===== src/hw/rtl/lsd_pkg.sv =====
// Shared constants, types and record layouts for the loop stream detector.
package lsd_pkg;

  localparam int HISTORY_DEPTH = 32;
  localparam int IDX_W = $clog2(HISTORY_DEPTH);
  localparam int FILL_W = $clog2(HISTORY_DEPTH + 1);
  localparam int PC_W = 48;
  localparam int MICRO_W = 8;
  localparam int ADDR_W = PC_W + MICRO_W;
  localparam int DIST_W = 8;
  localparam int REP_W = 16;
  localparam int ITER_W = 16;
  localparam int CFG_W = 4;

  localparam logic [REP_W-1:0] REP_MAX = '1;
  localparam logic [ITER_W-1:0] ITER_MAX = '1;
  localparam logic [CFG_W-1:0] FIRST_ITER_RESET = CFG_W'(1);

  typedef logic [ADDR_W-1:0] addr_t;
  typedef logic [DIST_W-1:0] dist_t;
  typedef logic [REP_W-1:0] rep_t;
  typedef logic [HISTORY_DEPTH-1:0] vec_t;

  typedef struct packed {
    addr_t addr;
    dist_t distance;
    rep_t  rep;
    logic  head;
  } entry_t;

  typedef struct packed {
    logic hit;
    logic same;
    logic eqd;
  } cmp_t;

  typedef struct packed {
    logic  found;
    logic  near;
    logic  eq_dist;
    logic  potential;
    dist_t new_dist;
    rep_t  new_count;
    addr_t head_addr;
  } search_t;

  typedef struct packed {
    logic [PC_W-1:0]    fetch_pc;
    logic [MICRO_W-1:0] fetch_micro_index;
  } fetch_t;

  typedef struct packed {
    logic               in_loop;
    logic               loop_head;
    logic               first_pass;
    logic [ITER_W-1:0]  iteration_number;
    logic [PC_W-1:0]    loop_start_pc;
    logic [MICRO_W-1:0] loop_start_micro;
    logic [PC_W-1:0]    loop_end_pc;
    logic [MICRO_W-1:0] loop_end_micro;
  } result_t;

endpackage


===== src/hw/rtl/lsd_cell.sv =====
// One history cell: a stored entry that shifts to its neighbor and compares itself.
module lsd_cell (
  input  logic           clk,
  input  logic           shift_en,
  input  lsd_pkg::entry_t entry_in,
  input  lsd_pkg::addr_t probe,
  input  lsd_pkg::dist_t d0,
  input  lsd_pkg::rep_t  c0,
  input  lsd_pkg::dist_t pos_dist,
  input  logic           valid,
  output lsd_pkg::entry_t entry,
  output lsd_pkg::cmp_t  flags
);
  import lsd_pkg::*;

  always_ff @(posedge clk) begin
    if (shift_en) begin
      entry <= entry_in;
    end
  end

  always_comb begin
    flags.hit  = valid && (entry.addr == probe);
    flags.same = (entry.distance == d0) && (entry.rep == c0);
    flags.eqd  = (entry.distance == pos_dist);
  end

endmodule


===== src/hw/rtl/lsd_chain.sv =====
// Row of history cells with fill count, registered compare flags and first-match search.
module lsd_chain (
  input  logic             clk,
  input  logic             rst,
  input  logic             probe_en,
  input  lsd_pkg::addr_t   probe,
  input  logic             ins_en,
  input  lsd_pkg::entry_t  ins,
  output lsd_pkg::search_t search,
  output logic             empty
);
  import lsd_pkg::*;

  entry_t cell_entry [HISTORY_DEPTH];
  cmp_t   cell_flags [HISTORY_DEPTH];
  logic [FILL_W-1:0] fill;
  logic [FILL_W-1:0] fill_next;
  vec_t hit_q;
  vec_t same_q;
  vec_t eqd_q;
  logic nz0_q;
  vec_t first;
  vec_t upto;
  logic [IDX_W-1:0] idx;
  rep_t rep_sel;

  for (genvar i = 0; i < HISTORY_DEPTH; i++) begin : g_cell
    lsd_cell u_cell (
      .clk      (clk),
      .shift_en (ins_en),
      .entry_in ((i == 0) ? ins : cell_entry[(i == 0) ? 0 : i - 1]),
      .probe    (probe),
      .d0       (cell_entry[0].distance),
      .c0       (cell_entry[0].rep),
      .pos_dist (DIST_W'(i + 1)),
      .valid    (FILL_W'(i) < fill),
      .entry    (cell_entry[i]),
      .flags    (cell_flags[i])
    );
  end

  always_comb begin
    fill_next = fill;
    if (ins_en && (fill != FILL_W'(HISTORY_DEPTH))) begin
      fill_next = fill + 1'b1;
    end
  end

  always_ff @(posedge clk) begin
    if (rst) begin
      fill <= '0;
    end else begin
      fill <= fill_next;
    end
  end

  always_ff @(posedge clk) begin
    if (probe_en) begin
      for (int i = 0; i < HISTORY_DEPTH; i++) begin
        hit_q[i]  <= cell_flags[i].hit;
        same_q[i] <= cell_flags[i].same;
        eqd_q[i]  <= cell_flags[i].eqd;
      end
      nz0_q <= (cell_entry[0].distance != '0);
    end
  end

  always_comb begin
    first = hit_q & (~hit_q + 1'b1);
    upto  = first | (first - 1'b1);
    idx = '0;
    rep_sel = '0;
    for (int i = 0; i < HISTORY_DEPTH; i++) begin
      if (first[i]) begin
        idx = idx | IDX_W'(i);
        rep_sel = rep_sel | cell_entry[i].rep;
      end
    end
    search.found     = |hit_q;
    search.near      = first[0];
    search.eq_dist   = |(first & eqd_q);
    search.potential = nz0_q && ((~same_q & upto) == '0);
    search.new_dist  = DIST_W'(idx) + 1'b1;
    search.new_count = (rep_sel == REP_MAX) ? rep_sel : rep_sel + 1'b1;
    search.head_addr = cell_entry[0].addr;
  end

  assign empty = (fill == '0);

endmodule


===== src/hw/rtl/loop_stream_detector.sv =====
// Top level of the loop stream detector: compare stage, loop tracking and result register.
//
//  channel  | valid         | ready         | payload
//  ---------+---------------+---------------+---------------------------
//  fetch    | fetch_valid   | fetch_ready   | fetch  (lsd_pkg::fetch_t)
//  result   | result_valid  | result_ready  | result (lsd_pkg::result_t)
//  config   | config_we     | (none)        | config_data
//
// Each fetch transfer has a compare step, which checks the address against every history
// cell at once, then a resolve step that finds the nearest match and updates the loop state.
// The result register lets the next fetch be taken while a result waits.
// Reset clears the fill count, the loop state and the handshakes; a stalled result
// holds the resolve step back until the result register frees up.
module loop_stream_detector (
  input  logic                 clk,
  input  logic                 rst,
  input  logic                 fetch_valid,
  output logic                 fetch_ready,
  input  lsd_pkg::fetch_t      fetch,
  output logic                 result_valid,
  input  logic                 result_ready,
  output lsd_pkg::result_t     result,
  input  logic                 config_we,
  input  logic [lsd_pkg::CFG_W-1:0] config_data
);
  import lsd_pkg::*;

  logic [CFG_W-1:0] first_iter;
  logic s1_valid;
  addr_t a_in;
  addr_t a_q;
  logic contains_q;
  logic a_le_h0_q;
  logic fire;
  logic accept;
  search_t search;
  logic empty;
  entry_t ins;

  logic loop_is_active;
  logic loop_is_active_next;
  addr_t loop_start;
  addr_t loop_start_next;
  addr_t loop_end;
  addr_t loop_end_next;
  logic [ITER_W-1:0] loop_iteration;
  logic [ITER_W-1:0] loop_iteration_next;
  result_t result_next;

  logic repeat_hit;
  logic started;
  logic act;

  assign a_in = {fetch.fetch_pc, fetch.fetch_micro_index};
  assign fetch_ready = !s1_valid;
  assign accept = fetch_valid && fetch_ready;
  assign fire = s1_valid && (!result_valid || result_ready);

  lsd_chain u_chain (
    .clk      (clk),
    .rst      (rst),
    .probe_en (accept),
    .probe    (a_in),
    .ins_en   (fire),
    .ins      (ins),
    .search   (search),
    .empty    (empty)
  );

  always_ff @(posedge clk) begin
    if (rst) begin
      first_iter <= FIRST_ITER_RESET;
    end else if (config_we) begin
      first_iter <= config_data;
    end
  end

  always_ff @(posedge clk) begin
    if (accept) begin
      a_q        <= a_in;
      contains_q <= (loop_start <= a_in) && (a_in <= loop_end);
      a_le_h0_q  <= (a_in <= search.head_addr);
    end
  end

  always_comb begin
    repeat_hit = !empty && search.found && !search.near;
    ins.addr = a_q;
    ins.distance = repeat_hit ? search.new_dist : '0;
    ins.rep  = (repeat_hit && search.eq_dist) ? search.new_count : '0;
    ins.head = repeat_hit && search.eq_dist && search.potential;

    loop_is_active_next = loop_is_active;
    loop_start_next     = loop_start;
    loop_end_next       = loop_end;
    loop_iteration_next = loop_iteration;
    started = 1'b0;
    if (!empty) begin
      if (!(repeat_hit && search.eq_dist)) begin
        loop_is_active_next = 1'b0;
      end else if (search.potential) begin
        if (loop_is_active && contains_q) begin
          if (loop_iteration != ITER_MAX) begin
            loop_iteration_next = loop_iteration + 1'b1;
          end
        end else begin
          started = 1'b1;
          loop_start_next     = a_q;
          loop_end_next       = search.head_addr;
          loop_iteration_next = ITER_W'(first_iter);
          loop_is_active_next = 1'b1;
        end
      end
    end

    act = loop_is_active_next && (started ? a_le_h0_q : contains_q);
    result_next.in_loop          = act;
    result_next.loop_head        = ins.head;
    result_next.first_pass       = act && (loop_iteration_next == ITER_W'(first_iter));
    result_next.iteration_number = act ? loop_iteration_next : '0;
    result_next.loop_start_pc    = act ? loop_start_next[ADDR_W-1:MICRO_W] : '0;
    result_next.loop_start_micro = act ? loop_start_next[MICRO_W-1:0] : '0;
    result_next.loop_end_pc      = act ? loop_end_next[ADDR_W-1:MICRO_W] : '0;
    result_next.loop_end_micro   = act ? loop_end_next[MICRO_W-1:0] : '0;
  end

  always_ff @(posedge clk) begin
    if (rst) begin
      s1_valid       <= 1'b0;
      result_valid   <= 1'b0;
      loop_is_active <= 1'b0;
      loop_start     <= '0;
      loop_end       <= '0;
      loop_iteration <= '0;
    end else begin
      if (accept) begin
        s1_valid <= 1'b1;
      end else if (fire) begin
        s1_valid <= 1'b0;
      end
      if (fire) begin
        result_valid   <= 1'b1;
        loop_is_active <= loop_is_active_next;
        loop_start     <= loop_start_next;
        loop_end       <= loop_end_next;
        loop_iteration <= loop_iteration_next;
      end else if (result_ready) begin
        result_valid <= 1'b0;
      end
    end
  end

  always_ff @(posedge clk) begin
    if (fire) begin
      result <= result_next;
    end
  end

`ifndef ASSERT_OFF
  a_busy_after_transfer : assert property (@(posedge clk) disable iff (rst)
    (fetch_valid && fetch_ready) |=> !fetch_ready)
    else $error("fetch accepted while the compare stage was occupied");

  a_first_pass_in_loop : assert property (@(posedge clk) disable iff (rst)
    (result_valid && result.first_pass) |-> result.in_loop)
    else $error("first pass flagged outside a loop");

  a_zero_outside_loop : assert property (@(posedge clk) disable iff (rst)
    (result_valid && !result.in_loop) |->
      (result.iteration_number == '0) && (result.loop_start_pc == '0) &&
      (result.loop_end_pc == '0))
    else $error("loop fields not cleared outside a loop");
`endif

endmodule

===== config.mk =====
export PLATFORM = sky130hd
export DESIGN_NAME = loop_stream_detector
export DESIGN_NICKNAME = d
export VERILOG_FILES = /design/src/hw/rtl/lsd_pkg.sv /design/src/hw/rtl/lsd_cell.sv /design/src/hw/rtl/lsd_chain.sv /design/src/hw/rtl/loop_stream_detector.sv
export SDC_FILE = /design/constraint.sdc
export NUM_CORES = 2
export LEC_CHECK = 0
export BUFFER_PORTS_ARGS = -buffer_cell sky130_fd_sc_hd__buf_2
export CORE_MARGIN = 4
export CORE_UTILIZATION = 60
export CTS_CLUSTER_SIZE = 20
export DETAILED_ROUTE_END_ITERATION = 16
export PLACE_DENSITY_LB_ADDON = 0.1
export SETUP_SLACK_MARGIN = 0.1
export SLEW_MARGIN = 40
export SYNTH_ARGS = -nofsm -noshare
export SYNTH_HDL_FRONTEND = slang
export SYNTH_SLANG_ARGS = --single-unit

===== constraint.sdc =====
create_clock -name clk -period 93.4 [get_ports clk]
set_input_delay 9.34 -clock clk [delete_from_list [all_inputs] [get_ports clk]]
set_output_delay 9.34 -clock clk [all_outputs]
set_load 0.01 [all_outputs]

==> impl_results.md <==
* Status: finished, final reports clean
* Clock sinks at around 2.9k
* Final setup skew at 0.06338 ns
* DRC viols at 0
* First-pass GRT wire length at between 600000 and 700000 um
* Most frequent cells in the layout: edfxtp_1, xor2_1, xnor2_1, nand2_1, nor4_1
* Hold Vio Cnt, Final at 0
* R2R Path Start: u_chain.hit_q[0]
* IO Count at 198
* Worst R2R End: loop_end[20]
* Routed WL at slightly below 500000 um
* Vias/cell at 7.000
* Vias in the first global route at ~81k
* Core area at 0.2129 mm2
* Async S/R FF share, synth at 0%
* Max stage delay on crit path at ~0.75 ns
* Total grt overflow at 0
* Top_reg_cell synth: edfxtp_1
* RSZ-0062 raised after global routing: false
* Syn Area/Cell at 14.23 um2
* Share of the synthesized area in the top cell type at between 60 and 70%
* Yosys warns at 0
* Largest cells by area after synthesis: edfxtp_1, xor2_1, xnor2_1
* Final GP Congestion at 1.060
* CTS root buf: clkbuf_16
* HP Start: u_chain.g_cell[21].u_cell.entry[60]
* Max FO, Critical Path at between 100 and 150
* Crit path arrival time at around 14 ns
* Tot GR Track Use at 43.34%
* CTS Buf Count at ~320
* H-tree Lvls at 5
* CTS tree: yes
* # rows at between 150 and 200
* Postcts setup bufs at 0
* Synth-to-Final Area Change at 11.48%
* Final setup viols at 0
* Crit-path slowest cell: buf_4
* Worst-skew pair later-pin latency at roughly 0.99 ns
* Nets at roughly 9.6k
* Netlist cell types at 86
* Cts hold-fix bufs at 0
* Fin Hold WS at 0.4355 ns
* Yosys top cell by area: edfxtp_1
* Sequential-to-total area share from yosys stat at 66.95%
* Footprint of the multi-input gates at 0.04009 mm2
* Antenna viol nets, final at 0
* Worst path cell trace: buf_2 -> nand2b_1 -> nand2_1 -> buf_4 -> inv_8 -> buf_6 -> buf_4 -> buf_12 -> buf_16 -> buf_6 -> buf_6
* Worst Setup SP: result_ready
* Crit. End Element: flip-flop
* R2r worst-path depth at 19
* Final Util at around 68%
* Slew Limit Headroom at between 20% and 30%
* Max Slew Vio Count at 0
* DR iter-0 viols at around 16k
* Critical path's most frequent cell: buf_6
* Antenna violations before repair at 29
* Post-Synthesis Cells at 9063
* Largest net degree at the start of global routing at approximately 150
* Power density cells at 21.64 mW/mm2
* Slew @ Worst Pin at about 1.1 ns
* Initial core utilization at ~61%
* VDD IR max at just over 0.00002 V
* Fillers at approximately 15k
* Reg2Reg Setup Slack at approximately 86 ns
* Fmax at ~0.073 GHz
* Post-Synthesis Net Count at around 9.3k
* TNS Setup at 0 ns
* Startpoint class of the critical path: input port
* Die width at 471.6 um
* Post-DR wirelength/cell at around 40 um
* Clock slew at reported path FFs at ~0.060 ns
* Worst Path Buf+Inv at 9
* Port Buffers at 197
* Detailed Place HPWL at 350300 um
* HP Class: reg2reg
* Syn Std Cell Area at 0.1290 mm2
* Maxcap violations at 0
* Sequential cell area at ~0.086 mm2
* WHS Endpoint: u_chain.g_cell[22].u_cell.entry[60]
* Fin crit period at around 14 ns
* Vias at 86.87k
* Kind of critical path: in2reg
* Delay-heaviest family, CP: buffers and inverters
* Cells on Worst Hold Path at 0
* DR pass1 iterations at 8
* Clk buf depth at 4
* Die area at around 0.22 mm2
* Share of cells above drive strength 1 at under 10%
* Final cycle utilization of the critical path at approximately 15%
* Lkg Pwr at approximately 48 nW
* Post-cts gate resize count at 0
* EDFF count, synth at 2781
* Most common cell after layout, fill and taps aside: edfxtp_1
* CP Data Required Time at 93.95 ns
* #FFs+latches synth at 2922
* Chip Height at 471.6 um
metal layers:
metal | wire length [um] | part of all wire (%) | global-route usage (%) | up-vias
met4 | 31760 | 6.5 | 22.08 | 8
met3 | 73770 | 15 | 14.47 | 1504
li1 | - | - | - | 34150
met2 | 206400 | 42 | 61.80 | 7806
met5 | 61 | 0.012 | 0 | -
met1 | 179000 | 36 | 59.61 | 43400
logic make-up after synthesis:
logic type	synth area share (%)
multiplexers	0.06307
flip-flops	66.95
AND/OR/NAND/NOR	8.589
AO/OA/AOI/OAI	4.592
adder cells (fa/ha/maj)	1.679
XOR/XNOR	15.99
buffers and inverters	2.135
worst max-delay path by stage:
stage                                                endpoint  slack, ns  cells after the start
after floorplan                            loop_iteration[10]       8.59                      5
after global placement    u_chain.g_cell[24].u_cell.entry[37]      78.33                     10
after detailed placement  u_chain.g_cell[24].u_cell.entry[37]      78.80                     10
after CTS                 u_chain.g_cell[25].u_cell.entry[32]      79.74                     10
after global routing      u_chain.g_cell[25].u_cell.entry[32]      79.55                     11
final                     u_chain.g_cell[25].u_cell.entry[32]      79.73                     11
area by class of cell:
cell class                 count  share of cell area [%]
antenna                       25                 0.04352
clock buffer                 396                   5.855
clock inverter               156                  0.9530
inverter                     205                  0.5405
multi-input combinational   5445                   27.89
sequential                  2922                   60.05
tap                         2821                   2.455
timing repair buffer         439                   2.212
sequential cells by signal, indices dropped and copies added (netlist names), 4 cells and up:
| name | cells |
|---|---|
| loop_end | 56 |
| u_chain.hit_q | 32 |
| loop_iteration | 16 |
| u_chain.same_q | 31 |
| loop_start | 56 |
| u_chain.eqd_q | 32 |
| u_chain.fill | 6 |
| u_chain.g_cell.u_cell.entry | 2496 |
| a_q | 56 |
| first_iter | 4 |
| result | 131 |
synth_stat cells (79+ instances only):
cell      instances
a21oi_1         352
a22oi_1          90
buf_1           162
clkbuf_1        274
dfxtp_1         141
edfxtp_1       2781
ha_1            173
inv_1           200
nand2_1         594
nand3_1          79
nand4_1         389
nor2_1          110
nor3_1           82
nor4_1          469
o21ai_0          88
xnor2_1         895
xor2_1         1460
per-stage QoR:
step	cell area [um2]	cells	power (mW)	setup WS (ns)
after floorplan	129000	9063	2.049	8.589
after global placement	133500	11820	1.895	78.33
after detailed placement	133800	11830	1.899	78.80
after CTS	143600	12380	3.096	79.74
after global routing	143700	12390	3.179	79.55
final	143800	12410	3.111	79.73
worst register-to-register path: cells and delay by family (launching register included):
family          cells  cell delay, ns
compound gates      3            0.52
flops               1            0.38
buf+inv             7            2.98
simple gates        9            3.69
power breakdown:
| part | internal [mW] | total (mW) | switching (mW) |
|---|---|---|---|
| sequential | 1.53 | 1.62 | 0.0861 |
| combinational | 0.0825 | 0.270 | 0.187 |
| clock | 0.701 | 1.22 | 0.521 |
(Power assumes the default switching activity.)
